--- src/rtl/tun_pkg.sv ---
`timescale 1ns / 1ps
// ----------------------------------------------------------------------------
// tun_pkg
// Shared constants and stage records for the triangle unit normal pipeline.
// ----------------------------------------------------------------------------
package tun_pkg;

  localparam int COORD_WIDTH_DEF = 16;
  localparam int OUT_WIDTH       = 16;
  localparam int FRAC_BITS       = 14;
  localparam int MAG_WIDTH       = 31;
  localparam int SQ_WIDTH        = 2 * MAG_WIDTH;
  localparam int SUM_WIDTH       = 64;
  localparam int LEN_WIDTH       = 32;
  localparam int SQRT_STEPS      = 32;
  localparam int QUO_BITS        = FRAC_BITS + 1;
  localparam int REM_WIDTH       = MAG_WIDTH + FRAC_BITS + 2;
  localparam int LATENCY         = 61;
  localparam logic signed [OUT_WIDTH-1:0] UNIT_POS = OUT_WIDTH'(16384);
  localparam logic signed [OUT_WIDTH-1:0] UNIT_NEG = -OUT_WIDTH'(16384);

  // record handed along the square root cells
  typedef struct packed {
    logic                             valid;
    logic                             degen;
    logic [2:0]                       neg;
    logic [2:0][MAG_WIDTH-1:0]        m;
    logic [SUM_WIDTH-1:0]             n;
    logic [SUM_WIDTH-1:0]             res;
  } sq_t;

  // record handed along the divider cells
  typedef struct packed {
    logic                             valid;
    logic                             degen;
    logic [2:0]                       neg;
    logic [LEN_WIDTH-1:0]             len;
    logic [2:0][REM_WIDTH-1:0]        rem;
    logic [2:0][QUO_BITS-1:0]         q;
  } div_t;

endpackage

--- src/rtl/tun_div_cell.sv ---
`timescale 1ns / 1ps
// ----------------------------------------------------------------------------
// tun_div_cell
// One quotient bit of the restoring divide, for all three lanes at once.
// ----------------------------------------------------------------------------
module tun_div_cell #(
  parameter int BIT_IDX = 14
) (
  input  logic          clk,
  input  logic          rst,
  input  tun_pkg::div_t in_rec,
  output tun_pkg::div_t out_rec
);
  import tun_pkg::*;

  logic [REM_WIDTH-1:0] dsr;
  div_t                 rec_next;

  // compare and subtract the divisor shifted to this bit
  always_comb begin
    dsr      = REM_WIDTH'(in_rec.len) << BIT_IDX;
    rec_next = in_rec;
    for (int i = 0; i < 3; i++) begin
      if (in_rec.rem[i] >= dsr) begin
        rec_next.rem[i]        = in_rec.rem[i] - dsr;
        rec_next.q[i][BIT_IDX] = 1'b1;
      end
    end
  end

  always_ff @(posedge clk) begin
    if (rst) begin
      out_rec.valid <= 1'b0;
    end else begin
      out_rec.valid <= in_rec.valid;
    end
  end

  always_ff @(posedge clk) begin
    out_rec.degen <= rec_next.degen;
    out_rec.neg   <= rec_next.neg;
    out_rec.len   <= rec_next.len;
    out_rec.rem   <= rec_next.rem;
    out_rec.q     <= rec_next.q;
  end

endmodule

--- config.mk ---
export PLATFORM = sky130hd
export DESIGN_NAME = tun_div_cell
export DESIGN_NICKNAME = d
export VERILOG_FILES = /design/src/rtl/tun_pkg.sv /design/src/rtl/tun_div_cell.sv
export SDC_FILE = /design/constraint.sdc
export NUM_CORES = 1
export LEC_CHECK = 0
export ABC_CLOCK_PERIOD_IN_PS = 3300
export BUFFER_PORTS_ARGS = -buffer_cell sky130_fd_sc_hd__buf_2
export CAP_MARGIN = 25
export CORE_UTILIZATION = 35
export DETAILED_ROUTE_END_ITERATION = 8
export PLACE_DENSITY_LB_ADDON = 0.15
export SLEW_MARGIN = 15
export SYNTH_ARGS = -nofsm -noshare
export SYNTH_HDL_FRONTEND = slang
export SYNTH_SLANG_ARGS = --single-unit
export TNS_END_PERCENT = 100
--- constraint.sdc ---
create_clock -name clk -period 3.3 [get_ports clk]
set_input_delay 0.66 -clock clk [delete_from_list [all_inputs] [get_ports clk]]
set_output_delay 0.66 -clock clk [all_outputs]
set_load 0.01 [all_outputs]
==> results.yml, run 1 <==
finish:
  reg.largest.list: "out_rec: 223 flops"
  final_cell_mix: "buf_2, dfxtp_1, buf_4, nand2_1"
  final_area_mm2: 0.0158
  final_util_pct: 53.1
  final_nets: 2137
  largest_reg_flops: 223
  mostFrequentLayoutCell: "buf_2"
  top_register: "out_rec"
  syn_to_final_growth_pct: 48.1
  n_fill_cell: 2937
  drive_gt1_share_pct: 40.6
yosys:
  ys_seq_area_share_pct: 41.8
  post_synth_num_cell_types: 67
  avgSynthCellArea_um2: 9.22
  syn_inst: 1158
  yosysWarnings: 0
  synth_xor_xnor_area_share_pct: 6.81
  synth_area_mm2: 0.0107
  ys.flop_type: "dfxtp_1"
  synth_top_family_by_area: "compound AO/OA/AOI/OAI gates"
  ys_ff_latch: 223
  syn_nets: 1482
  synth_compound_area_share_pct: 20.8
  yosys-mux-area-fraction_pct: 2.19
  synth_fa_ha_area_share_pct: 11.8
  synth_edf_count: 0
  synth-simple-area-share_pct: 13.1
  synth-async-reset-ratio_pct: 0
placed_design:
  placed_area_mm2: 0.0149
  io_buffers: 447
  gp_congestion: 0.905
  hpwl_um: 31300
  dp_slack_ps: -419
sta:
  setup_ws_ps: 130
  worstMarginPinSlew_ps: 467
  max_freq_mhz: 315
  setup_tns_ps: 0
  slew_headroom_pct: 68.6
  rsz0062_at_grt: "no"
  period_needed_ps: 3170
  hold_viol_final: 0
  slew_viol_final: 0
  finalSetupViolCount: 0
  fin_crit_sh_pct: 96.1
outcome:
  run_status: "complete, no violations"
power_and_ir_drop:
  p_int_mw: 5.90
  netSwitchingFraction_pct: 29.6
  p_comb_share_pct: 28.3
  pwr-share-seq_pct: 37.1
  powerDensity_mw_per_mm2: 530
  clockPowerShare_pct: 34.6
  p_leak_nw: 7.97
  switching_power_mw: 2.48
  vdd_ir_drop_max_mv: 0.432
job:
  drv_cap: 0
detailed_routing:
  vias_per_cell: 4.78
  wl_per_cell_um: 16.7
  drc: 0
  dr.pass1.iters: 4
  drtIter0Drc: 430
  finalWirelength_um: 37100
  via_count: 10600
  postRouteAntennaNets: 0
critical_path:
  worstSetupStartpointType: "input port"
  arrival_ps: 3590
  cp-end-kind: "flip-flop"
  crit_fanout: 8
  cp.required_ps: 3720
  worstSetupPathType: "in -> reg"
floorplanning:
  row_count: 63
  die_area_mm2: 0.0312
  die_h_um: 177
  num_io_pins: 448
  die_x_um: 177
  coreArea_mm2: 0.0298
  start_util_pct: 35.8
cts:
  clkSinkCount: 223
  h-tree-depth: 1
  cts_tree: "built"
  clkTransAtPathRegs_ps: 70
  cts_inserted_buffers: 26
  root_buffer: "clkbuf_16"
  post-cts-setup-buffer-count: 0
  cts_max_path_buffers: 3
  ctsHoldBuffers: 0
grt:
  grt_pass1_wl_um: 56000
  grt.total_usage_pct: 23.0
  grt_antenna_before_repair: 3
  grt_pass1_vias: 10600
  grt_remaining_overflow: 0
  grt_max_degree: 33
worst_hold_path:
  hold_path_depth: 1
  hold_path_end: "out_rec[23]"
  hold_start: "in_rec[23]"
  hp-class: "in -> reg"
[cell type report]
type	count	area (µm²)	area share (%)
repair buffers	658	3860	24.4
multi-input cells	849	5910	37.4
flip-flops and latches	223	4460	28.2
inverters	55	209	1.32
clock inverters	13	130	0.823
diodes	2	5.00	0.0317
well taps	390	488	3.09
clock buffers	34	742	4.69
[synthesized netlist by cell type (all sizes together) (4+ instances only)]
| cell | instances | area (µm²) |
|---|---|---|
| a21o | 51 | 383 |
| o31ai | 9 | 67.6 |
| or2 | 4 | 25.0 |
| o31a | 4 | 35.0 |
| dfxtp | 223 | 4460 |
| nand2b | 18 | 113 |
| xnor2 | 38 | 333 |
| nor2 | 63 | 239 |
| ha | 96 | 1200 |
| nand2 | 107 | 402 |
| mux2 | 18 | 214 |
| nand3 | 21 | 105 |
| a21oi | 97 | 485 |
| and3 | 11 | 68.8 |
| a31oi | 11 | 75.1 |
| nor3 | 10 | 50.1 |
| o211ai | 8 | 60.1 |
| nor4 | 11 | 68.8 |
| nand4 | 14 | 87.6 |
| clkbuf | 22 | 82.6 |
| buf | 9 | 76.3 |
| o21bai | 8 | 60.1 |
| o21ai | 104 | 521 |
| inv | 55 | 206 |
| a211oi | 12 | 90.1 |
| a31o | 4 | 35.0 |
| o41ai | 4 | 61.3 |
| xor2 | 45 | 394 |
| o21a | 14 | 105 |
| nor2b | 20 | 125 |
[worst max-delay path: stages]
cell	delay [ps]
buf_2	100
inv_1	190
ha_4	250
a21oi_2	140
o21ai_1	100
a221oi_1	380
o21ai_1	130
o31a_1	360
o41ai_4	360
nor2_2	70
a31o_2	280
buf_4	170
nor2b_1	130
mux2_2	250
[worst max path at each step]
stage	from	to	slack [ps]	cells past startpoint
3_3_place_gp	in_rec[187]	out_rec[109]	-390	15
6_report	in_rec[198]	out_rec[91]	130	14
2_1_floorplan	in_rec[201]	out_rec[76]	2	13
4_1_cts	in_rec[187]	out_rec[109]	130	15
5_1_grt	in_rec[198]	out_rec[91]	9	14
3_5_place_dp	in_rec[187]	out_rec[109]	-420	15
[cell families after synthesis]
family,Yosys count
AOI/OAI and AO/OA,353
xor gates and xnor gates,83
adders and majority gates,99
buffers and inverters,86
DFF,223
muxes,20
and+or+nand+nor,294
[power groups by stage]
stage | Sequential [mW] | Clock, mW | Combinational, mW
6_report | 3.12 | 2.90 | 2.37
5_1_grt | 3.15 | 3.11 | 2.60
4_1_cts | 3.12 | 3.00 | 2.38
3_5_place_dp | 3.18 | 0 | 2.37
3_3_place_gp | 3.17 | 0 | 2.37
2_1_floorplan | 3.35 | 0 | 1.06
[per-layer routing]
metal / global-route usage [%] / part of all wire (%)
met5: 0 / 0.035
met4: 4.63 / 1.7
met3: 4.55 / 6.6
met2: 43.8 / 51
met1: 26.3 / 40
[what timing repair did]
item | CTS | global route
setup endpoints to repair | 0 | 7
gates resized for setup | 0 | 3
hold endpoints to repair | 0 | 0
[metrics by stage]
stage               cells  total power [mW]  hold slack (ps)
floorplan            1158              4.41              688
global route         2223              8.86              195
CTS                  2222              8.50              192
finish               2224              8.39              220
global placement     2175              5.54              763
detailed placement   2175              5.55              764
Power figures use the tool's default switching activity.
==> run 2: changes to the inputs <==
--- a/config.mk
+++ b/config.mk
@@ -8,8 +8,9 @@
 export ABC_CLOCK_PERIOD_IN_PS = 3300
 export BUFFER_PORTS_ARGS = -buffer_cell sky130_fd_sc_hd__buf_2
 export CAP_MARGIN = 25
-export CORE_UTILIZATION = 35
+export CORE_AREA = 2 2 174 176
 export DETAILED_ROUTE_END_ITERATION = 8
+export DIE_AREA = 0 0 176 178
 export PLACE_DENSITY_LB_ADDON = 0.15
 export SLEW_MARGIN = 15
 export SYNTH_ARGS = -nofsm -noshare
==> run 2 against run 1 <==
Power decreased by 2.8%. Flip-flop and latch count unchanged. Final area decreased by 1.1%. Global-route usage decreased by 0.32 points. Core utilization increased by 0.14 points. Critical path depth decreased by 1. Combinational power about the same. Maximum frequency increased by 0.87%. Cell count decreased by 0.81%. Non-clock buffer count decreased by 17. First-iteration DRC count decreased by 18%. Critical path type unchanged. Highest routed layer unchanged.
==> results.yml, run 2 (synthesized netlist as in run 1, its figures left out) <==
outcome:
  run_status: "complete, no violations"
floorplanning:
  coreArea_mm2: 0.0294
  num_io_pins: 448
  start_util_pct: 36.3
  row_count: 63
  die_x_um: 176
  die_area_mm2: 0.0313
  die_h_um: 178
power_and_ir_drop:
  switching_power_mw: 2.44
  pwr-share-seq_pct: 38.3
  p_comb_share_pct: 28.7
  clockPowerShare_pct: 33.0
  netSwitchingFraction_pct: 29.9
  p_int_mw: 5.71
  p_leak_nw: 7.86
  powerDensity_mw_per_mm2: 521
  vdd_ir_drop_max_mv: 0.385
sta:
  fin_crit_sh_pct: 95.2
  slew_viol_final: 0
  slew_headroom_pct: 67.9
  hold_viol_final: 0
  worstMarginPinSlew_ps: 479
  setup_tns_ps: 0
  max_freq_mhz: 318
  finalSetupViolCount: 0
  rsz0062_at_grt: "no"
  period_needed_ps: 3140
  setup_ws_ps: 157
cts:
  post-cts-setup-buffer-count: 0
  cts_max_path_buffers: 3
  cts_inserted_buffers: 25
  clkSinkCount: 223
  root_buffer: "clkbuf_16"
  clkTransAtPathRegs_ps: 60
  h-tree-depth: 1
  cts_tree: "built"
finish:
  largest_reg_flops: 223
  final_util_pct: 53.2
  top_register: "out_rec"
  final_cell_mix: "buf_2, dfxtp_1, buf_4, nand2_1, o21ai_0"
  final_nets: 2119
  reg.largest.list: "out_rec: 223 flops"
  drive_gt1_share_pct: 40.0
  mostFrequentLayoutCell: "buf_2"
  syn_to_final_growth_pct: 46.6
critical_path:
  crit_fanout: 19
  arrival_ps: 3560
  worstSetupStartpointType: "input port"
  worstSetupPathType: "in -> reg"
  cp-end-kind: "flip-flop"
  cp.required_ps: 3720
grt:
  grt.total_usage_pct: 22.7
  grt_antenna_before_repair: 5
  grt_pass1_wl_um: 55500
  grt_pass1_vias: 10600
  grt_max_degree: 36
  grt_remaining_overflow: 0
detailed_routing:
  via_count: 10600
  finalWirelength_um: 37200
  drtIter0Drc: 354
  dr.pass1.iters: 5
  postRouteAntennaNets: 0
  drc: 0
  vias_per_cell: 4.82
  wl_per_cell_um: 16.9
placed_design:
  gp_congestion: 0.889
  hpwl_um: 31600
  io_buffers: 447
  dp_slack_ps: -441
job:
  drv_cap: 0
worst_hold_path:
  hp-class: "in -> reg"
[run 2: changes by cell type in the layout (fill, tap and decap cells not counted), sizes merged]
cell / change
bufinv: -1
buf: -17
clkinv: -1
clkbuf: -1
diode: +1
inv: +1
[run 2: layout make-up]
type / count / area, µm²
fillers: 2846 / 13800
multi-input cells: 849 / 5930
flip-flops and latches: 223 / 4460
repair buffers: 641 / 3740
clock buffers: 33 / 696
well taps: 390 / 488
inverters: 55 / 209
clock inverters: 12 / 105
diodes: 3 / 7.51
[run 2: final timing paths]
check	start	endpoint	depth (start not counted)
worst max-delay path	in_rec[192]	out_rec[90]	13
worst min-delay path	in_rec[26]	out_rec[26]	1
[run 2: critical path: stages]
cell and delay (ps):
buf_2 100, inv_1 140, ha_1 270, a21o_1 200, a211oi_1 360, a211oi_1 150
buf_4 170, o31a_1 280, o41ai_4 340, nor2_2 80, a31o_2 280, buf_4 200
mux2_4 300
[run 2: what timing repair did]
action	CTS	global route
gates resized for setup	0	3
endpoints found under the setup margin	0	3
hold buffers	0	0
[run 2: metal layers]
layer	vias up	global-route usage, %	wire, µm
met5	-	0	27
met4	4	6.44	907
met3	52	4.56	2540
met2	338	43.6	19000
met1	4829	25.2	14700
li1	5420	-	-
[run 2: power by group through the flow]
| stage | registers [mW] | logic, mW | clock network (mW) |
|---|---|---|---|
| 3_5_place_dp | 3.18 | 2.34 | 0 |
| 2_1_floorplan | 3.35 | 1.06 | 0 |
| 4_1_cts | 3.12 | 2.35 | 2.76 |
| 5_1_grt | 3.15 | 2.58 | 2.88 |
| 3_3_place_gp | 3.18 | 2.33 | 0 |
| 6_report | 3.12 | 2.34 | 2.69 |
[run 2: per-stage QoR]
stage	power (mW)	hold slack [ps]	instances	area [µm²]
finish	8.15	231	2206	15600
global route	8.61	208	2205	15600
CTS	8.24	204	2203	15600
detailed placement	5.52	764	2158	14800
global placement	5.51	763	2158	14800
floorplan	4.41	688	1158	10700
