[config.mk]
export PLATFORM = sky130hd
export DESIGN_NAME = tun_sqrt_cell
export DESIGN_NICKNAME = d
export VERILOG_FILES = /design/src/rtl/tun_pkg.sv /design/src/rtl/tun_sqrt_cell.sv
export SDC_FILE = /design/constraint.sdc
export NUM_CORES = 1
export LEC_CHECK = 0
export BUFFER_PORTS_ARGS = -buffer_cell sky130_fd_sc_hd__buf_2
export CAP_MARGIN = 15
export CORE_ASPECT_RATIO = 0.7
export CORE_MARGIN = 8
export CORE_UTILIZATION = 25
export CTS_CLUSTER_SIZE = 8
export DETAILED_ROUTE_END_ITERATION = 8
export GPL_TIMING_DRIVEN = 0
export SYNTH_ARGS = -nofsm -noshare
export SYNTH_HDL_FRONTEND = slang
export SYNTH_SLANG_ARGS = --single-unit
[constraint.sdc]
create_clock -name clk -period 5.2 [get_ports clk]
set_input_delay 0.78 -clock clk [delete_from_list [all_inputs] [get_ports clk]]
set_output_delay 0.78 -clock clk [all_outputs]
set_load 0.05 [all_outputs]
[src/rtl/tun_pkg.sv]
`timescale 1ns / 1ps
// ----------------------------------------------------------------------------
// tun_pkg
// Shared constants and stage records for the triangle unit normal pipeline.
// ----------------------------------------------------------------------------
package tun_pkg;

  localparam int COORD_WIDTH_DEF = 16;
  localparam int OUT_WIDTH       = 16;
  localparam int FRAC_BITS       = 14;
  localparam int MAG_WIDTH       = 31;
  localparam int SQ_WIDTH        = 2 * MAG_WIDTH;
  localparam int SUM_WIDTH       = 64;
  localparam int LEN_WIDTH       = 32;
  localparam int SQRT_STEPS      = 32;
  localparam int QUO_BITS        = FRAC_BITS + 1;
  localparam int REM_WIDTH       = MAG_WIDTH + FRAC_BITS + 2;
  localparam int LATENCY         = 61;
  localparam logic signed [OUT_WIDTH-1:0] UNIT_POS = OUT_WIDTH'(16384);
  localparam logic signed [OUT_WIDTH-1:0] UNIT_NEG = -OUT_WIDTH'(16384);

  // record handed along the square root cells
  typedef struct packed {
    logic                             valid;
    logic                             degen;
    logic [2:0]                       neg;
    logic [2:0][MAG_WIDTH-1:0]        m;
    logic [SUM_WIDTH-1:0]             n;
    logic [SUM_WIDTH-1:0]             res;
  } sq_t;

  // record handed along the divider cells
  typedef struct packed {
    logic                             valid;
    logic                             degen;
    logic [2:0]                       neg;
    logic [LEN_WIDTH-1:0]             len;
    logic [2:0][REM_WIDTH-1:0]        rem;
    logic [2:0][QUO_BITS-1:0]         q;
  } div_t;

endpackage

[src/rtl/tun_sqrt_cell.sv]
`timescale 1ns / 1ps
// ----------------------------------------------------------------------------
// tun_sqrt_cell
// One digit of the integer square root: settles one result bit per cell.
// ----------------------------------------------------------------------------
module tun_sqrt_cell #(
  parameter int BIT_IDX = 31
) (
  input  logic         clk,
  input  logic         rst,
  input  tun_pkg::sq_t in_rec,
  output tun_pkg::sq_t out_rec
);
  import tun_pkg::*;

  localparam logic [SUM_WIDTH-1:0] ONE_BIT = SUM_WIDTH'(1) << (2 * BIT_IDX);

  logic [SUM_WIDTH-1:0] trial;
  logic                 fits;
  sq_t                  rec_next;

  // trial subtract of res + bit
  always_comb begin
    trial    = in_rec.res + ONE_BIT;
    fits     = in_rec.n >= trial;
    rec_next = in_rec;
    if (fits) begin
      rec_next.n   = in_rec.n - trial;
      rec_next.res = (in_rec.res >> 1) + ONE_BIT;
    end else begin
      rec_next.res = in_rec.res >> 1;
    end
  end

  always_ff @(posedge clk) begin
    if (rst) begin
      out_rec.valid <= 1'b0;
    end else begin
      out_rec.valid <= in_rec.valid;
    end
  end

  always_ff @(posedge clk) begin
    out_rec.degen <= rec_next.degen;
    out_rec.neg   <= rec_next.neg;
    out_rec.m     <= rec_next.m;
    out_rec.n     <= rec_next.n;
    out_rec.res   <= rec_next.res;
  end

endmodule

==> results by group, run 1 <==
Die
  • Core Area: 37000 µm²
  • Starting Density: 25.3%
  • Die ar.: 43900 µm²
  • Top Ports: 454
  • FP Rows: 59
  • Chip height: 178 µm
  • Die W: 247 µm

Power and ir drop
  • Leakage: 6.52 nW
  • Pwr per Cell Area: 425 nW/µm²
  • Peak VDD IR: 0.000232 V

Setup path
  • Critical path capture point type: flip-flop
  • Slowest cell on crit path: a31oi_1
  • Crit Path Max Fanout: 5
  • Crit path launch type: primary input
  • Critical path's largest stage delay: 530 ps
  • Critical Path AT: 4440 ps
  • Critical Path Sink: out_rec[121]
  • Worst-path cell chain: buf_2, inv_1, ha_1, nor2b_1, o2111ai_1, a31oi_1, o2111ai_1, o211ai_1, o31a_1, a31oi_1, o21ai_0, xnor2_1, o21ai_0
  • WS Path Type: in -> reg
  • CP Launch Point: in_rec[1]
  • Worst EP required: 5610 ps

Route
  • Met3 WL: 4.13 mm
  • Vias per inst: 4.57
  • Met2 wire len: 19.4 mm
  • Highest routed layer: met5
  • Drt first pass iters: 4
  • M1 wire length: 16.4 mm
  • WL final: 40.7 mm
  • Initial drt markers: 506
  • DRC violations left: 0
  • Number of routed nets with antenna violations: 0
  • Vias: 9207
  • Drt wl/cell: 20.2 µm

Outcome
  • Status: completed

Place
  • Port buffer count: 453
  • Post-place setup slack: 748 ps
  • HPWL after DPL: 34.3 mm
  • Placed inst area: 12200 µm²
  • RD Place Congestion: 0.887

Yosys
  • Leading area contributor after synthesis: dfxtp_1
  • Number of flops mapped to enable cells by yosys: 0
  • Netlist Area Pre-Place: 9350 µm²
  • Syn_nets: 1322
  • Main synth FF type: dfxtp_1
  • Mapped Avg Cell Area: 9.09 µm²
  • Asr flop ratio synth: 0%
  • Distinct cells, synth: 57
  • Post-synth top area share: 48.4%
  • Main area contributors after synthesis: dfxtp_1, ha_1, o21ai_0
  • Synth warn: 0
  • Yosys reg bits: 226
  • Register area share after synthesis: 48.4%
  • Synth Instances: 1029

Clock tree
  • Clk buf depth: 3
  • Post-cts resize count: 0
  • Reg clk slew, reported paths: 50 ps
  • Post-CTS Setup Inserts: 0
  • CTS tree: done
  • Clock sinks: 226
  • H-tree depth: 2
  • CTS Buf Count: 34
  • CTS Hold Bufs: 0
  • Clock root buffer: clkbuf_16

Final layout
  • Top reg by flops: out_rec
  • Most frequent cells in the layout: buf_2, dfxtp_1, nand2_1
  • Layout Utilization: 35.6%
  • Layout cells sized above 1: 34.6%
  • Final instance area: 13200 µm²
  • Nets: 1811
  • Max reg flops: 226
  • Seq. cell area: 4520 µm²
  • Most common cell after layout, fill and taps aside: buf_2
  • Area delta synth->final: 41.0%
  • Area of the multi-input gates: 4320 µm²
  • Largest registers: out_rec x226
  • Fill count: 3824

Run
  • Max Cap Viol: 0

STA
  • Worst Tran Pin Value: 1010 ps
  • Final hold violation count: 0
  • Min Tclk post-route: 4030 ps
  • Max-slew violations: 0
  • Worst Slack Setup Final: 1170 ps
  • Final period util: 77.5%
  • Setup-failing EPs final: 0
  • Final hold slack: 356 ps
  • Setup TNS: 0 ps
  • RSZ-0062 raised after global routing: false
  • Highest Clock Rate: 0.248 GHz
  • Worst slew margin: 32.2%

GRT
  • First-pass GRT wire length: 58.3 mm
  • Grt total ovfl: 0
  • Initial antenna violation count: 14
  • Overall routing resource usage: 17.5%
  • Largest net degree at the start of global routing: 11
  • Vias in the first global route: 9343

Worst hold path
  • HP Class: in -> reg
## worst min path at each step
| stage | depth (start not counted) | slack [ps] | from | to |
|---|---|---|---|---|
| after floorplan | 0 | 810 | in_rec[1] | out_rec[0] |
| after global placement | 1 | 880 | in_rec[188] | out_rec[188] |
| after detailed placement | 1 | 880 | in_rec[186] | out_rec[186] |
| after CTS | 1 | 310 | in_rec[222] | out_rec[222] |
| after global routing | 1 | 320 | in_rec[222] | out_rec[222] |
| final | 1 | 360 | in_rec[222] | out_rec[222] |
## worst max-delay path: cells and delay by family
| kind | cells | cell delay, ps |
|---|---|---|
| AO/OA/AOI/OAI | 8 | 2810 |
| XOR/XNOR | 1 | 220 |
| adder cells (fa/ha/maj) | 1 | 300 |
| buffers and inverters | 2 | 180 |
| AND/OR/NAND/NOR | 1 | 140 |
## power breakdown
group          leakage (nW)  internal, W  switching, W  total [W]
Sequential             1.91      0.00191     0.0000397    0.00195
Clock                 0.462      0.00122      0.000788    0.00201
Combinational          4.15     0.000432       0.00121    0.00164
## stage by stage
step / power (W) / instances
final: 0.00560 / 2013
after global routing: 0.00588 / 2013
after CTS: 0.00569 / 2010
after detailed placement: 0.00363 / 1970
after global placement: 0.00362 / 1970
after floorplan: 0.00311 / 1029
## cell usage after synthesis, drive strengths merged (4+ instances only)
cell and count:
a21o 29, a21oi 86, a31oi 12, and3 6
buf 19, clkbuf 25, dfxtp 226, ha 64
inv 81, nand2 125, nand2b 8, nand3 15
nand4 26, nor2 36, nor2b 10, nor3 13
o211ai 4, o21a 8, o21ai 115, o21bai 11
o221ai 4, xnor2 39, xor2 25
## logic make-up (layout without fill, tap and decap cells)
kind of cell | Yosys count | in the layout | share of synthesized area [%]
AO/OA/AOI/OAI | 298 | 298 | 19.1
AND/OR/NAND/NOR | 250 | 250 | 12.2
flip-flops | 226 | 226 | 48.4
buffers and inverters | 125 | 618 | 5.38
adder cells (fa/ha/maj) | 65 | 65 | 8.78
XOR/XNOR | 64 | 64 | 6.00
multiplexers | 1 | 1 | 0.107
other | 0 | 3 | 0
## per-layer routing
layer / track usage [%] / up-vias
met2: 30.1 / 348
met5: 0 / -
met4: 3.72 / 20
li1: - / 4522
met1: 20.7 / 4256
met3: 6.56 / 61
## final cells by class
cell class | instances | area share, %
multi-input cells | 678 | 32.8
well taps | 488 | 4.63
diodes | 3 | 0.0570
clock inverters | 4 | 0.655
clock buffers | 36 | 6.51
inverters | 81 | 2.31
plain buffers | 44 | 1.51
repair buffers | 453 | 17.2
flip-flops and latches | 226 | 34.3
(Power assumes the default switching activity.)
==> run 2: changes to the inputs <==
- ABC_AREA: unset -> 1
- clock period: 5.2 -> 3.4 ns (I/O delays scaled with it)
==> run 2 against run 1 <==
  * Sequential share of layout area fell by 5.6 points
  * Synthesized cell count rose by 78%
  * Global-route usage rose by 0.26 points
  * Die area rose by 24%
  * Core utilization fell by 1.8 points
  * Via count rose by 36%
  * Final cell count rose by 46%
  * Combinational power rose by 75%
  * Routed wire length rose by 24%
  * Largest cell class is now multi-input combinational cells
  * Largest power group is now sequential cells
==> results by group, run 2 <==
Outcome
  • Status: completed

Final layout
  • Area delta synth->final: 33.5%
  • Fill count: 5211
  • Layout cells sized above 1: 23.2%
  • Nets: 2612
  • Top reg by flops: out_rec
  • Area of the multi-input gates: 5600 µm²
  • Max reg flops: 226
  • Most frequent cells in the layout: nand2_1, buf_2, inv_1
  • Most common cell after layout, fill and taps aside: nand2_1
  • Largest registers: out_rec x226
  • Final instance area: 15800 µm²
  • Seq. cell area: 4520 µm²

Yosys
  • Top cells by count, synth: nand2_1, inv_1, dfxtp_1
  • Register area share after synthesis: 38.3%
  • Top-count cell post-synth: nand2_1
  • Asr flop ratio synth: 0%
  • Yosys reg bits: 226
  • Syn_nets: 2123
  • Leading area contributor after synthesis: dfxtp_1
  • Mapped Avg Cell Area: 6.45 µm²
  • Main area contributors after synthesis: dfxtp_1, nand2_1, inv_1
  • Synth Instances: 1830
  • Post-synth top area share: 38.3%
  • Distinct cells, synth: 28
  • Synth warn: 0
  • Main synth FF type: dfxtp_1
  • Netlist Area Pre-Place: 11800 µm²
  • Number of flops mapped to enable cells by yosys: 0

Setup path
  • Worst EP required: 3830 ps
  • Critical path capture point type: flip-flop
  • Crit Path Max Fanout: 10
  • WS Path Type: in -> reg
  • Critical Path AT: 3240 ps
  • Crit path launch type: primary input

STA
  • Min Tclk post-route: 2800 ps
  • Final period util: 82.4%
  • Setup-failing EPs final: 0
  • Highest Clock Rate: 0.357 GHz
  • Worst Tran Pin Value: 666 ps
  • Worst slew margin: 55.5%
  • Worst Slack Setup Final: 599 ps
  • Max-slew violations: 0
  • Setup TNS: 0 ps
  • RSZ-0062 raised after global routing: false
  • Final hold violation count: 0

Die
  • Die W: 276 µm
  • Top Ports: 454
  • FP Rows: 66
  • Core Area: 46500 µm²
  • Die ar.: 54500 µm²
  • Chip height: 198 µm
  • Starting Density: 25.4%

Place
  • RD Place Congestion: 0.992
  • Placed inst area: 14800 µm²
  • Post-place setup slack: 82.5 ps
  • HPWL after DPL: 43.3 mm
  • Port buffer count: 453

Power and ir drop
  • Clock share of power: 33.5%
  • Peak VDD IR: 0.000335 V
  • Pint: 0.00543 W
  • Pwr per Cell Area: 560 nW/µm²
  • Sw Share: 38.4%
  • Leakage: 9.51 nW
  • Flop pwr share: 34.0%
  • Net switching power: 0.00338 W
  • Total power: 0.00882 W
  • Comb pwr share: 32.6%

Clock tree
  • Clock root buffer: clkbuf_16
  • CTS tree: done
  • CTS Hold Bufs: 0
  • Clock sinks: 226
  • Post-cts resize count: 0
  • Post-CTS Setup Inserts: 0
  • CTS Buf Count: 34
  • H-tree depth: 2
  • Reg clk slew, reported paths: 50 ps
  • Clk buf depth: 3

Run
  • Max Cap Viol: 0

GRT
  • Initial antenna violation count: 14
  • Vias in the first global route: 12000
  • First-pass GRT wire length: 73.1 mm
  • Overall routing resource usage: 17.8%
  • Grt total ovfl: 0
  • Largest net degree at the start of global routing: 11

Worst hold path
  • HP Class: in -> reg
  • Worst Hold Launch: in_rec[141]
  • Worst Hold Depth: 1
  • Hold endpoint: out_rec[141]

Route
  • Vias per inst: 4.25
  • Number of routed nets with antenna violations: 0
  • Drt wl/cell: 17.2 µm
  • Drt first pass iters: 9
  • WL final: 50.5 mm
  • DRC violations left: 0
  • Vias: 12500
  • Initial drt markers: 942
run 2: power groups by stage:
stage | Sequential [W] | Combinational [W] | Clock (W)
floorplan | 0.00399 | 0.00101 | 0
global placement | 0.00303 | 0.00287 | 0
detailed placement | 0.00304 | 0.00286 | 0
CTS | 0.00300 | 0.00287 | 0.00307
global route | 0.00302 | 0.00309 | 0.00317
finish | 0.00299 | 0.00287 | 0.00295
run 2: area by class of cell:
class	instances	area share, %
multi-input combinational	1173	35.6
inverter	411	9.79
clock inverter	4	0.246
timing repair buffer	453	14.4
antenna	4	0.0635
clock buffer	36	5.51
tap	612	4.86
sequential	226	28.7
buffer	20	0.850
run 2: worst max-delay path: stages:
cell and delay (ps):
buf_2 190, inv_1 60, ha_1 360, nand2_1 160
inv_1 50, nand2_1 60, nand2_1 100, a21oi_1 210
nand2_1 120, a21oi_1 240, buf_2 480, buf_2 410
nand3_1 110, nand2_1 140
run 2: layer usage:
layer  GRT usage, %  share of wire (%)  vias up
met3           6.23                 10       68
li1               -                  -     6419
met4           3.74                1.6       18
met2           25.9                 41      441
met1           24.9                 47     5537
met5              0               0.22        -
run 2: per-stage QoR:
step	std cells	hold WS [ps]	util, %
CTS	2935	46.2	33.9
finish	2939	85.2	33.9
floorplan	1830	538	-
global placement	2895	612	31.9
detailed placement	2895	614	31.9
global route	2937	55.9	33.9
run 2: cell families (layout without fill, tap and decap cells):
family,after synthesis,count (layout),share of synthesized area [%]
AO/OA/AOI/OAI,48,48,2.13
XOR/XNOR,32,32,2.37
adder cells (fa/ha/maj),65,65,6.96
buffers and inverters,431,924,14.2
flip-flops,226,226,38.3
other,0,4,0
AND/OR/NAND/NOR,1028,1028,36.0
run 2: worst max path at each step:
stage | from | endpoint | slack (ps) | depth (start not counted)
after global routing | in_rec[5] | out_rec[106] | 440 | 15
after CTS | in_rec[31] | out_rec[106] | 640 | 15
after floorplan | in_rec[64] | out_rec[106] | 1030 | 18
final | in_rec[43] | out_rec[100] | 600 | 14
after detailed placement | in_rec[31] | out_rec[106] | 80 | 15
after global placement | in_rec[3] | out_rec[108] | 60 | 17
==> run 3: changes to the inputs <==
- clock period: 3.4 -> 2.5 ns (I/O delays scaled with it)
==> run 3 against run 2 <==
  * Clock power grew 36%
  * Highest routed layer unchanged
  * Hold slack lost 25 ps
  * Setup slack lost 540 ps
  * Non-clock buffer count grew 162
  * Sequential power grew 36%
==> results by group, run 3 (same netlist as run 2, synthesis figures left out) <==
Outcome
  • Status: completed

Route
  • Number of routed nets with antenna violations: 0
  • Vias: 13100
  • Drt wl/cell: 17.0 µm
  • DRC violations left: 0
  • WL final: 52.7 mm
  • Initial drt markers: 968
  • Vias per inst: 4.22
  • Drt first pass iters: 7

GRT
  • Largest net degree at the start of global routing: 11
  • First-pass GRT wire length: 77.3 mm
  • Initial antenna violation count: 16
  • Overall routing resource usage: 18.7%
  • Grt total ovfl: 0
  • Vias in the first global route: 13000

Final layout
  • Largest registers: out_rec x226
  • Area delta synth->final: 47.5%
  • Nets: 2774
  • Layout Utilization: 37.4%
  • Most frequent cells in the layout: nand2_1, buf_2, inv_1
  • Layout cells sized above 1: 22.0%
  • Final instance area: 17400 µm²
  • Most common cell after layout, fill and taps aside: nand2_1
  • Max reg flops: 226
  • Top reg by flops: out_rec

Setup path
  • Worst-path cell chain: buf_2, ha_1, fa_1, inv_1, nand3_1, nand2_2, nand2_1, nand2_2, nand2_1, nand2_2, nand2_1, nand2_4, nand2_1, nand3_2, buf_2, nand3_1, nand2_1
  • Delay-heaviest family, CP: simple AND/OR/NAND/NOR gates
  • Worst EP required: 2940 ps
  • Critical path capture point type: flip-flop
  • Critical path's largest stage delay: 410 ps
  • Slowest cell on crit path: fa_1
  • CP Buf/Inv Count: 3
  • WS Path Type: in -> reg
  • Crit path launch type: primary input
  • Critical Path Most Common Cell: nand2_1
  • Critical Path AT: 2890 ps
  • Crit Path Max Fanout: 10

Die
  • Die W: 276 µm
  • Starting Density: 25.4%
  • FP Rows: 66
  • Top Ports: 454
  • Core Area: 46500 µm²
  • Chip height: 198 µm
  • Die ar.: 54500 µm²

STA
  • Final hold slack: 60.6 ps
  • Final period util: 97.8%
  • RSZ-0062 raised after global routing: true
  • Max-slew violations: 0
  • Final hold violation count: 0
  • Highest Clock Rate: 0.409 GHz
  • Setup-failing EPs final: 0
  • Setup TNS: 0 ps
  • Min Tclk post-route: 2440 ps
  • Worst Tran Pin Value: 486 ps
  • Worst slew margin: 67.5%

Place
  • HPWL after DPL: 43.3 mm
  • Placed inst area: 14800 µm²
  • RD Place Congestion: 0.992
  • Port buffer count: 453

Clock tree
  • Clock sinks: 226
  • Clk buf depth: 3
  • CTS tree: done
  • Reg clk slew, reported paths: 50 ps
  • CTS Buf Count: 34
  • Clock root buffer: clkbuf_16
  • H-tree depth: 2

Power and ir drop
  • Sw Share: 38.1%
  • Total power: 0.0122 W
  • Pwr per Cell Area: 702 nW/µm²
  • Net switching power: 0.00465 W
  • Clock share of power: 32.9%
  • Comb pwr share: 33.7%
  • Pint: 0.00756 W
  • Peak VDD IR: 0.000470 V
  • Leakage: 10.2 nW
  • Flop pwr share: 33.4%

Worst hold path
  • HP Class: in -> reg

Run
  • Max Cap Viol: 0
run 3: changes by cell type in the layout (fill, tap and decap cells not counted), sizes merged:
cell | previous run | this run
dlygate4sd3 | 0 | 159
diode | 4 | 7
buf | 473 | 475
clkbuf | 36 | 37
run 3: what timing repair did:
action,4_1_cts,5_1_grt
buffers inserted,3,0
setup endpoints to repair,8,37
pin swaps,1,0
resized for setup,2,7
hold buffers,159,0
endpoints found under the hold margin,159,0
run 3: power groups by stage:
stage,registers (W),logic (W),clock network (W)
finish,0.00407,0.00412,0.00402
global route,0.00411,0.00444,0.00431
CTS,0.00407,0.00411,0.00418
detailed placement,0.00414,0.00389,0
global placement,0.00413,0.00390,0
floorplan,0.00543,0.00137,0
run 3: layer usage:
metal	vias up	part of all wire, %	GRT usage [%]
li1	6740	-	-
met1	5786	46	25.5
met2	472	43	28.2
met3	80	9.9	6.28
met4	20	1.9	4.52
met5	-	0.22	0
run 3: cell type report:
class | instances | area [µm²]
sequential | 226 | 4520
tap | 612 | 766
antenna | 7 | 17.5
clock inverter | 4 | 38.8
fill | 5075 | 29100
buffer | 20 | 145
timing repair buffer | 615 | 3880
inverter | 411 | 1540
multi-input combinational | 1173 | 5620
clock buffer | 36 | 868
run 3: path summary, 6_finish.rpt:
path / from / to / slack, ps / depth (start not counted)
worst min-delay path: in_rec[225] / out_rec[225] / 60 / 3
worst max-delay path: in_rec[0] / out_rec[119] / 60 / 17
run 3: through the flow:
step	worst slack, ps	cells
3_5_place_dp	-683	2895
5_1_grt	-65.5	3100
6_report	55.4	3104
2_1_floorplan	268	1830
3_3_place_gp	-701	2895
4_1_cts	53.9	3097
