==> src/rtl/tun_pkg.sv <==
`timescale 1ns / 1ps
// ----------------------------------------------------------------------------
// tun_pkg
// Shared constants and stage records for the triangle unit normal pipeline.
// ----------------------------------------------------------------------------
package tun_pkg;

  localparam int COORD_WIDTH_DEF = 16;
  localparam int OUT_WIDTH       = 16;
  localparam int FRAC_BITS       = 14;
  localparam int MAG_WIDTH       = 31;
  localparam int SQ_WIDTH        = 2 * MAG_WIDTH;
  localparam int SUM_WIDTH       = 64;
  localparam int LEN_WIDTH       = 32;
  localparam int SQRT_STEPS      = 32;
  localparam int QUO_BITS        = FRAC_BITS + 1;
  localparam int REM_WIDTH       = MAG_WIDTH + FRAC_BITS + 2;
  localparam int LATENCY         = 61;
  localparam logic signed [OUT_WIDTH-1:0] UNIT_POS = OUT_WIDTH'(16384);
  localparam logic signed [OUT_WIDTH-1:0] UNIT_NEG = -OUT_WIDTH'(16384);

  // record handed along the square root cells
  typedef struct packed {
    logic                             valid;
    logic                             degen;
    logic [2:0]                       neg;
    logic [2:0][MAG_WIDTH-1:0]        m;
    logic [SUM_WIDTH-1:0]             n;
    logic [SUM_WIDTH-1:0]             res;
  } sq_t;

  // record handed along the divider cells
  typedef struct packed {
    logic                             valid;
    logic                             degen;
    logic [2:0]                       neg;
    logic [LEN_WIDTH-1:0]             len;
    logic [2:0][REM_WIDTH-1:0]        rem;
    logic [2:0][QUO_BITS-1:0]         q;
  } div_t;

endpackage

==> src/rtl/tun_shift_cell.sv <==
`timescale 1ns / 1ps
// ----------------------------------------------------------------------------
// tun_shift_cell
// One prescale step: shifts all three magnitudes right by SHIFT when the
// largest one, shifted right by TEST_SHIFT, stays at or above 2^31.
// ----------------------------------------------------------------------------
module tun_shift_cell #(
  parameter int MW         = 33,
  parameter int TEST_SHIFT = 1,
  parameter int SHIFT      = 1
) (
  input  logic                clk,
  input  logic                rst,
  input  logic                in_valid,
  input  logic                in_degen,
  input  logic [2:0]          in_neg,
  input  logic [2:0][MW-1:0]  in_mag,
  input  logic [MW-1:0]       in_big,
  output logic                out_valid,
  output logic                out_degen,
  output logic [2:0]          out_neg,
  output logic [2:0][MW-1:0]  out_mag,
  output logic [MW-1:0]       out_big
);
  import tun_pkg::*;

  localparam logic [MW-1:0] LIMIT = MW'(1) << MAG_WIDTH;

  logic take;

  // shift decision from the largest magnitude
  assign take = (in_big >> TEST_SHIFT) >= LIMIT;

  always_ff @(posedge clk) begin
    if (rst) begin
      out_valid <= 1'b0;
    end else begin
      out_valid <= in_valid;
    end
  end

  always_ff @(posedge clk) begin
    out_degen <= in_degen;
    out_neg   <= in_neg;
    for (int i = 0; i < 3; i++) begin
      out_mag[i] <= take ? (in_mag[i] >> SHIFT) : in_mag[i];
    end
    out_big <= take ? (in_big >> SHIFT) : in_big;
  end

endmodule

==> config.mk <==
export PLATFORM = sky130hd
export DESIGN_NAME = tun_shift_cell
export DESIGN_NICKNAME = d
export VERILOG_FILES = /design/src/rtl/tun_pkg.sv /design/src/rtl/tun_shift_cell.sv
export SDC_FILE = /design/constraint.sdc
export NUM_CORES = 1
export LEC_CHECK = 0
export ABC_AREA = 0
export BUFFER_PORTS_ARGS = -buffer_cell sky130_fd_sc_hd__buf_2
export CAP_MARGIN = 10
export CORE_UTILIZATION = 39
export CTS_CLUSTER_SIZE = 24
export DETAILED_ROUTE_END_ITERATION = 10
export PLACE_DENSITY_LB_ADDON = 0.25
export SLEW_MARGIN = 10
export SYNTH_ARGS = -nofsm -noshare
export SYNTH_HDL_FRONTEND = slang
export SYNTH_SLANG_ARGS = --single-unit
==> constraint.sdc <==
create_clock -name clk -period 0.95 [get_ports clk]
set_clock_uncertainty 0.15 [all_clocks]
set_input_delay 0 -clock clk [delete_from_list [all_inputs] [get_ports clk]]
set_output_delay 0 -clock clk [all_outputs]
set_load 0.005 [all_outputs]
==> summary.txt, run 1 <==
Finish
  – Register Area: 0.00281 mm^2
  – Area grow syn2layout: 82.2%
  – Number of diodes: 0
  – FILL cells: 670
  – Non-Filler Instances: 865
  – Multi-input gate area: 0.00179 mm^2
  – Most frequent cells in the layout: 237 x buf_2, 137 x dlygate4sd3_1, 86 x mux2_4
  – Final Util: 73.7%
  – Most common cell after layout, fill and taps aside: buf_2
  – Layout Nets: 848
  – Layout cells sized above 1: 69.0%

Drt
  – DR vias: 3,861
  – DR DRC count: 21
  – WL per Instance: 16.6 um
  – 1st-iter DRT viols: 223
  – 1st-pass router iterations: 7
  – Vias per cell: 4.46
  – Antenna-violating nets left: 0
  – Drt total wl: 14,300 um

Timing
  – Worst Hold Margin: -188 ps
  – Final setup margin: -89.8 ps
  – Final setup fails: 137
  – Hold Fails Final Rpt: 47
  – Fin. max-slew vios: 0
  – Sum Neg Setup Slack: -4970 ps
  – Fin crit share: 109%
  – Unrepaired setup endpoints after global routing: true
  – Final Critical Period: 1040 ps
  – Fmax: 962 MHz

Setup path
  – Critical Path RT: 800 ps
  – Crit path kind: reg -> out
  – Crit-path max FO: 1
  – Crit-path cells: buf_6
  – Worst Setup End Kind: output pin
  – WP data arrival: 890 ps
  – CP max stage cell: dfxtp_2
  – CP Launch Type: register
  – Buffers & Inverters on Critical Path: 1
  – Crit-path max cell delay: 360 ps
  – Family with the most delay on the worst path: flip-flops

Clock network
  – Reg clk slew, reported paths: 60 ps
  – H-tree depth: 4
  – Num CTS Buffers: 17
  – Hold buffers post-CTS: 137
  – Post-CTS Setup Bufs: 0
  – CTS tree: done
  – Clk sinks: 137
  – Clock Tree Buf Depth: 2
  – Root Driver: clkbuf_16

Place
  – Setup slack at placement: -90.6 ps
  – PortBufs: 275
  – Placed cells: 696
  – HPWL after DPL: 8420 um
  – GPL Wtd Cong: 0.741

Floorplanning
  – Die W: 112 um
  – Starting Density: 40.5%
  – Die area: 0.0124 mm^2
  – Core ar.: 0.0116 mm^2
  – I/O pins: 276
  – Die span in y: 112 um
  – Row cnt: 39

Synth
  – Synth cell types: 9
  – Mapped Nets: 424
  – Seq cells post-synth: 137
  – Syn_area_per_cell: 16.4 um^2
  – Yosys top cell area share: 58.6%
  – Synth Instances: 285
  – Seq/Total Area, Yosys: 58.6%
  – Synth warn: 0
  – Largest cells by area after synthesis: dfxtp_1 59%, mux2_4 28%, mux2_2 9.9%
  – Synthesized cell area: 0.00468 mm^2
  – Leading area contributor after synthesis: dfxtp_1

Global route
  – Gr usage total: 22.4%
  – Number of global-route vias before repair: 4,228
  – First-pass GRT wire length: 21,200 um
  – Grt ovf: 0
  – Largest net degree at the start of global routing: 35
  – Antenna violations before repair: 0

Hold path
  – Hold Crit Class: in -> reg

Power and ir drop
  – Leakage: 4.14 nW
  – Pwr dens: 1890 mW/mm^2
  – Peak VDD IR: 1.09 mV

Run status
  – Status: finished, violations left
  – Failing checks: DRC, hold timing, setup timing

Run
  – MaxCap Viol Count: 0
## synthesized netlist by cell type
cell     instances
buf_2            4
buf_6           10
buf_8            1
conb_1           1
dfxtp_1        137
mux2_2          41
mux2_4          86
nor2b_1          4
or2_2            1
## area by class of cell
| type | count | area share [%] |
|---|---|---|
| timing repair buffer | 420 | 36.2 |
| sequential | 137 | 33.0 |
| multi-input combinational | 133 | 21.0 |
| clock buffer | 20 | 5.48 |
| clock inverter | 12 | 2.29 |
| tap | 143 | 2.10 |
## flip-flops by register name (all words and copies together) (netlist names)
signal	cells
out_neg	3
out_degen	1
out_big	33
out_mag	99
out_valid	1
## worst paths after layout
path / startpoint / end / cells past startpoint
min: in_big[32] / out_mag[32] / 3
max: out_mag[10] / out_mag[10] / 1
## routing by layer
layer	global-route usage [%]	share of wire, %	up-vias	wire length [um]
met2	43.3	54	198	7720
met1	19.6	34	1795	4910
met3	9.85	9.2	33	1320
li1	-	-	1835	-
met4	10.8	2.6	0	372
met5	0	0	-	0
## through the flow
stage / cell area, um^2 / total power, W
detailed placement: 6190 / 0.00816
floorplan: 4680 / 0.00728
finish: 8520 / 0.0161
global placement: 6190 / 0.00812
CTS: 8260 / 0.0159
global route: 8520 / 0.0166
## power breakdown
part	internal (W)	switching (W)
Combinational	0.00158	0.000788
Clock	0.00485	0.00246
Sequential	0.00624	0.000147
Total	0.0127	0.00340
## repair_timing
item | in CTS | in global routing
setup endpoints to repair | 137 | 137
hold endpoints to repair | 136 | 52
resized for setup | 12 | 80
## logic make-up (layout without fill, tap and decap cells)
logic type	Yosys count	in the layout	share of synthesized area [%]
flip-flops	137	137	58.6
other	1	1	0.0802
multiplexers	127	127	37.5
buffers and inverters	15	452	3.16
AND/OR/NAND/NOR	5	5	0.669
No activity file was read; power rests on OpenSTA's default activity.
==> inputs of run 2 (changes only) <==
--- a/constraint.sdc
+++ b/constraint.sdc
@@ -3,3 +3,3 @@
 set_input_delay 0 -clock clk [delete_from_list [all_inputs] [get_ports clk]]
 set_output_delay 0 -clock clk [all_outputs]
-set_load 0.005 [all_outputs]
+set_load 0.1 [all_outputs]
==> run 2 against run 1 <==
- the run still ends with DRC, hold timing, setup timing left
- via count grew 3.7%
- combinational power grew to 3.0 times the previous value
- power grew 30%
- die area is the same
- wire length grew 28%
- cell count grew 0.12%
- clock-buffer cell count grew 6
- maximum frequency shrank 6.2%
- worst hold slack gained 61 ps
- flip-flop and latch count is the same
- setup slack lost 69 ps
- critical path type unchanged
- largest cell class unchanged
==> summary.txt, run 2 (synthesis gave the netlist of run 1 again) <==
Hold path
  – Hold endpoint: out_mag[32] (unchanged)
  – Min-delay src: in_big[32] (unchanged)
  – Hold Crit Class: in -> reg (unchanged)
  – Hold Crit Depth: 3 (unchanged)

Setup path
  – CP Launch Type: register (unchanged)
  – Critical Path RT: 800 ps (about the same)
  – Crit-path max FO: 1 (unchanged)
  – Crit-path cells: buf_12 (was buf_6)
  – WP data arrival: 960 ps (was 890 ps)
  – CP max stage cell: dfxtp_2 (unchanged)
  – Crit-path max cell delay: 360 ps (about the same)
  – Crit path kind: reg -> out (unchanged)
  – Worst Setup End Kind: output pin (unchanged)
  – Family with the most delay on the worst path: flip-flops (unchanged)
  – Buffers & Inverters on Critical Path: 1 (unchanged)

Timing
  – Final setup margin: -159 ps (was -89.8 ps)
  – Fmax: 902 MHz (was 962 MHz)
  – Unrepaired setup endpoints after global routing: true (unchanged)
  – Final Critical Period: 1110 ps (was 1040 ps)
  – Hold Fails Final Rpt: 25 (was 47)
  – Fin crit share: 117% (was 109%)
  – Fin. max-slew vios: 0 (unchanged)
  – Final setup fails: 137 (unchanged)
  – Worst Hold Margin: -127 ps (was -188 ps)

Run status
  – Status: finished, violations left (unchanged)
  – Failing checks: DRC, hold timing, setup timing (unchanged)

Finish
  – FILL cells: 386 (was 670)
  – Top Registers: out_mag: 99 flops, out_big: 33 flops, out_neg: 3 flops (unchanged)
  – Most frequent cells in the layout: 141 x buf_12, 139 x dlygate4sd3_1, 137 x buf_2 (was 237 x buf_2, 137 x dlygate4sd3_1, 86 x mux2_4)
  – Layout cells sized above 1: 79.8% (was 69.0%)
  – Number of diodes: 0 (unchanged)
  – Design Area, Final: 0.0105 mm^2 (was 0.00852 mm^2)
  – Most common cell after layout, fill and taps aside: buf_12 (was buf_2)
  – Layout Nets: 849 (was 848)
  – Number of flip-flops in the largest register: 99 (unchanged)
  – Area grow syn2layout: 123% (was 82.2%)
  – Reg with most FFs: out_mag (unchanged)

Global route
  – First-pass GRT wire length: 27,500 um (was 21,200 um)
  – Number of global-route vias before repair: 4,754 (was 4,228)
  – Met2 Usage GRT: 58.4% (was 43.3%)
  – Met3 Use GR: 11.1% (was 9.85%)
  – Largest net degree at the start of global routing: 32 (was 35)
  – M1 GR Usage: 26.9% (was 19.6%)
  – Grt ovf: 0 (unchanged)
  – Antenna violations before repair: 0 (unchanged)
  – Layer with the highest usage: met2 (unchanged)
  – Gr usage total: 30.0% (was 22.4%)

Power and ir drop
  – Pwr dens: 1990 mW/mm^2 (was 1890 mW/mm^2)
  – Sequential share of power: 32.2% (was 39.7%)
  – Sw frac: 33.7% (was 21.2%)
  – Leakage: 4.81 nW (was 4.14 nW)
  – Gate power share: 33.7% (was 14.8%)
  – Peak VDD IR: 1.74 mV (was 1.09 mV)
  – Pint: 0.0138 W (was 0.0127 W)
  – Switching Power: 0.00703 W (was 0.00340 W)
  – Clk network pwr share: 34.1% (was 45.5%)

Run
  – MaxCap Viol Count: 0 (unchanged)

Drt
  – DR DRC count: 20 (was 21)
  – 1st-iter DRT viols: 192 (was 223)
  – Drt total wl: 18,400 um (was 14,300 um)
  – Antenna-violating nets left: 0 (unchanged)
  – Vias per cell: 4.62 (was 4.46)
  – DR vias: 4,005 (was 3,861)
  – 1st-pass router iterations: 7 (unchanged)
  – WL per Instance: 21.2 um (was 16.6 um)

Clock network
  – CTS tree: done (unchanged)
  – Clk sinks: 137 (unchanged)
  – Root Driver: clkbuf_16 (unchanged)
  – Clock Tree Buf Depth: 2 (unchanged)
  – Num CTS Buffers: 17 (unchanged)
  – H-tree depth: 4 (unchanged)
  – Post-CTS Setup Bufs: 0 (unchanged)
  – Reg clk slew, reported paths: 60 ps (about the same)

Floorplanning
  – Row cnt: 39 (unchanged)
  – Die span in y: 112 um (unchanged)
  – Die area: 0.0124 mm^2 (unchanged)
  – Die W: 112 um (unchanged)
  – Starting Density: 40.5% (unchanged)
  – I/O pins: 276 (unchanged)
  – Core ar.: 0.0116 mm^2 (unchanged)

Place
  – HPWL after DPL: 10,100 um (was 8420 um)
  – DP Area: 0.00842 mm^2 (was 0.00619 mm^2)
  – Setup slack at placement: -95.8 ps (was -90.6 ps)
  – GPL Wtd Cong: 0.802 (was 0.741)
  – PortBufs: 275 (unchanged)
run 2: worst max path at each step:
stage / slack [ps] / startpoint / end / depth (start not counted)
after global routing: -180 / out_big[13] / out_big[13] / 1
final: -160 / out_big[13] / out_big[13] / 1
after global placement: -90 / in_big[32] / out_mag[97] / 3
after floorplan: -1 / in_big[32] / out_big[0] / 4
after CTS: -170 / out_big[7] / out_big[7] / 1
after detailed placement: -100 / in_big[32] / out_mag[97] / 3
run 2: area by class of cell:
type,instances,area (um^2),area share [%]
Clock buffer,26,529,5.06
Clock inverter,6,108,1.03
Multi-Input combinational cell,133,1790,17.1
Sequential cell,137,2920,27.9
Tap cell,143,179,1.71
Timing Repair Buffer,421,4930,47.2
run 2: power groups by stage:
| stage | combinational [W] | clock [W] | sequential, W |
|---|---|---|---|
| after CTS | 0.00690 | 0.00704 | 0.00669 |
| after global routing | 0.00715 | 0.00741 | 0.00675 |
| final | 0.00702 | 0.00709 | 0.00671 |
| after floorplan | 0.000776 | 0 | 0.00987 |
| after global placement | 0.00635 | 0 | 0.00678 |
| after detailed placement | 0.00643 | 0 | 0.00681 |
run 2: through the flow:
stage | util, % | cells | hold slack (ps) | TNS [ps] | power [W]
global route | 90.4 | 866 | -132 | -21300 | 0.0213
detailed placement | 72.8 | 695 | -46.1 | -6000 | 0.0132
finish | 90.4 | 866 | -127 | -18040 | 0.0208
global placement | 72.8 | 695 | -47.6 | -4650 | 0.0131
floorplan | - | 285 | -122 | -90.0 | 0.0106
CTS | 90.2 | 864 | -177 | -20100 | 0.0206
run 2: per-layer routing:
layer | share of wire (%) | routed length [um] | vias to the layer above
li1 | - | - | 1841
met1 | 34 | 6200 | 1907
met2 | 55 | 10000 | 209
met3 | 8.2 | 1510 | 48
met4 | 3.4 | 627 | 0
met5 | 0 | 0 | -
run 2: timing repair:
item	in CTS	in global routing
endpoints found under the setup margin	137	137
gates resized for setup	0	1
hold buffers	137	2
endpoints found under the hold margin	136	27
==> inputs of run 3 (changes only) <==
- TNS_END_PERCENT: unset -> 10
==> run 3 against run 2 <==
- the flow still finishes with violations (DRC, hold timing, setup timing)
- setup slack worse by 1.0 ps
- global-route usage up 1.5 points
- sequential share of layout area about the same
- critical path type unchanged
- largest power group is now combinational logic
==> summary.txt, run 3 (synthesis gave the netlist of run 1 again) <==
Power and ir drop
  – Sw frac: 34.0% (was 33.7%)
  – Gate power share: 34.0% (was 33.7%)
  – Switching Power: 0.00704 W (was 0.00703 W)
  – Pwr dens: 1980 mW/mm^2 (was 1990 mW/mm^2)
  – Clk network pwr share: 33.5% (was 34.1%)
  – Peak VDD IR: 1.59 mV (was 1.74 mV)
  – Leakage: 4.82 nW (was 4.81 nW)
  – Pint: 0.0136 W (was 0.0138 W)
  – Pwr Total: 0.0207 W (was 0.0208 W)
  – Sequential share of power: 32.5% (was 32.2%)

Setup path
  – Worst Setup SP: out_mag[87] (was out_big[13])
  – Buffers & Inverters on Critical Path: 1 (unchanged)
  – Crit path to: out_mag[87] (was out_big[13])
  – Crit path kind: reg -> out (unchanged)
  – Crit-path max cell delay: 360 ps (about the same)
  – Critical Path RT: 800 ps (about the same)
  – Worst Setup End Kind: output pin (unchanged)
  – Family with the most delay on the worst path: flip-flops (unchanged)
  – WP data arrival: 960 ps (about the same)
  – CP max stage cell: dfxtp_2 (unchanged)
  – Levels on crit path: 1 (unchanged)
  – CP Launch Type: register (unchanged)
  – Crit-path cells: buf_12 (unchanged)
  – Crit-path max FO: 1 (unchanged)

Finish
  – Most common cell after layout, fill and taps aside: buf_12 (unchanged)
  – Area grow syn2layout: 123% (about the same)
  – Most frequent cells in the layout: 140 x buf_12, 138 x dlygate4sd3_1, 137 x buf_2 (was 141 x buf_12, 139 x dlygate4sd3_1, 137 x buf_2)
  – Reg with most FFs: out_mag (unchanged)
  – Final Util: 90.3% (was 90.4%)
  – Layout Nets: 852 (was 849)
  – Number of diodes: 0 (unchanged)
  – Top Registers: out_mag: 99 flops, out_big: 33 flops, out_neg: 3 flops (unchanged)
  – Non-Filler Instances: 869 (was 866)
  – FILL cells: 387 (was 386)
  – Layout cells sized above 1: 80.0% (was 79.8%)
  – Number of flip-flops in the largest register: 99 (unchanged)

Timing
  – Unrepaired setup endpoints after global routing: true (unchanged)
  – Final setup margin: -160 ps (was -159 ps)
  – Fin. max-slew vios: 0 (unchanged)
  – Final Critical Period: 1110 ps (about the same)
  – Final setup fails: 137 (unchanged)
  – Hold Fails Final Rpt: 28 (was 25)
  – Fin crit share: 117% (about the same)
  – Sum Neg Setup Slack: -18,900 ps (was -18,040 ps)
  – Worst Hold Margin: -91.2 ps (was -127 ps)
  – Fmax: 901 MHz (was 902 MHz)

Clock network
  – Post-CTS Setup Bufs: 0 (unchanged)
  – Root Driver: clkbuf_16 (unchanged)
  – CTS tree: done (unchanged)
  – Clock Tree Buf Depth: 2 (unchanged)
  – Num CTS Buffers: 17 (unchanged)
  – H-tree depth: 4 (unchanged)
  – Clk sinks: 137 (unchanged)
  – Reg clk slew, reported paths: 60 ps (about the same)
  – Hold buffers post-CTS: 138 (was 137)

Drt
  – 1st-pass router iterations: 8 (was 7)
  – 1st-iter DRT viols: 197 (was 192)
  – DR vias: 4,038 (was 4,005)
  – Antenna-violating nets left: 0 (unchanged)
  – DR DRC count: 20 (unchanged)
  – WL per Instance: 21.8 um (was 21.2 um)
  – Drt total wl: 18,900 um (was 18,400 um)
  – Vias per cell: 4.65 (was 4.62)

Global route
  – Antenna violations before repair: 0 (unchanged)
  – Gr usage total: 31.5% (was 30.0%)
  – Number of global-route vias before repair: 4,795 (was 4,754)
  – Grt ovf: 0 (unchanged)
  – First-pass GRT wire length: 28,700 um (was 27,500 um)
  – Largest net degree at the start of global routing: 30 (was 32)

Floorplanning
  – Row cnt: 39 (unchanged)
  – Die area: 0.0124 mm^2 (unchanged)
  – Core ar.: 0.0116 mm^2 (unchanged)
  – Starting Density: 40.5% (unchanged)
  – Die span in y: 112 um (unchanged)
  – Die W: 112 um (unchanged)
  – I/O pins: 276 (unchanged)

Run status
  – Status: finished, violations left (unchanged)
  – Failing checks: DRC, hold timing, setup timing (unchanged)

Place
  – PortBufs: 275 (unchanged)
  – Placed cells: 699 (was 695)
  – GPL Wtd Cong: 0.787 (was 0.802)
  – Setup slack at placement: -109 ps (was -95.8 ps)
  – HPWL after DPL: 10,300 um (was 10,100 um)

Hold path
  – Hold Crit Class: in -> reg (unchanged)

Run
  – MaxCap Viol Count: 0 (unchanged)
run 3: cell types whose count changed in the layout (fill, tap and decap cells not counted), sizes merged:
cell / previous run / this run
clkinv: 2 / 5
clkbuf: 26 / 24
clkinvlp: 1 / 0
dlygate4sd3: 139 / 138
buf: 282 / 286
run 3: repair_timing:
item	CTS	global route
setup endpoints to repair	137	137
pin swaps	0	0
endpoints found under the hold margin	136	30
resized for setup	124	1
run 3: worst min path at each step:
| stage | slack [ps] | end | start | depth (start not counted) |
|---|---|---|---|---|
| global route | -80 | out_mag[65] | in_big[32] | 3 |
| global placement | -50 | out_neg[0] | in_neg[0] | 1 |
| finish | -90 | out_mag[65] | in_big[32] | 3 |
| detailed placement | -50 | out_neg[1] | in_neg[1] | 1 |
| CTS | -100 | out_mag[65] | in_big[32] | 3 |
| floorplan | -120 | out_degen | in_degen | 0 |
run 3: per-stage QoR:
| step | area (um^2) | hold WS, ps |
|---|---|---|
| finish | 10400 | -91.2 |
| global route | 10400 | -78.4 |
| CTS | 10400 | -99.7 |
| detailed placement | 8290 | -46.4 |
| global placement | 8290 | -47.2 |
| floorplan | 4690 | -122 |
run 3: routing by layer:
layer  GRT usage [%]  routed length (um)
met2            60.4               10200
met5               0                   0
met1            28.2                6280
met3            12.2                1560
met4            17.0                 861
run 3: power by group through the flow:
stage / Sequential [W] / Combinational (W) / Clock (W)
global placement: 0.00670 / 0.00635 / 0
floorplan: 0.00976 / 0.000776 / 0
finish: 0.00672 / 0.00704 / 0.00692
CTS: 0.00670 / 0.00693 / 0.00688
detailed placement: 0.00673 / 0.00643 / 0
global route: 0.00676 / 0.00716 / 0.00727
run 3: area by class of cell:
cell class	count	area, um^2	area share, %
flip-flops and latches	137	2920	27.9
clock buffers	24	502	4.81
well taps	143	179	1.71
repair buffers	424	4940	47.3
multi-input cells	133	1790	17.1
clock inverters	8	115	1.10
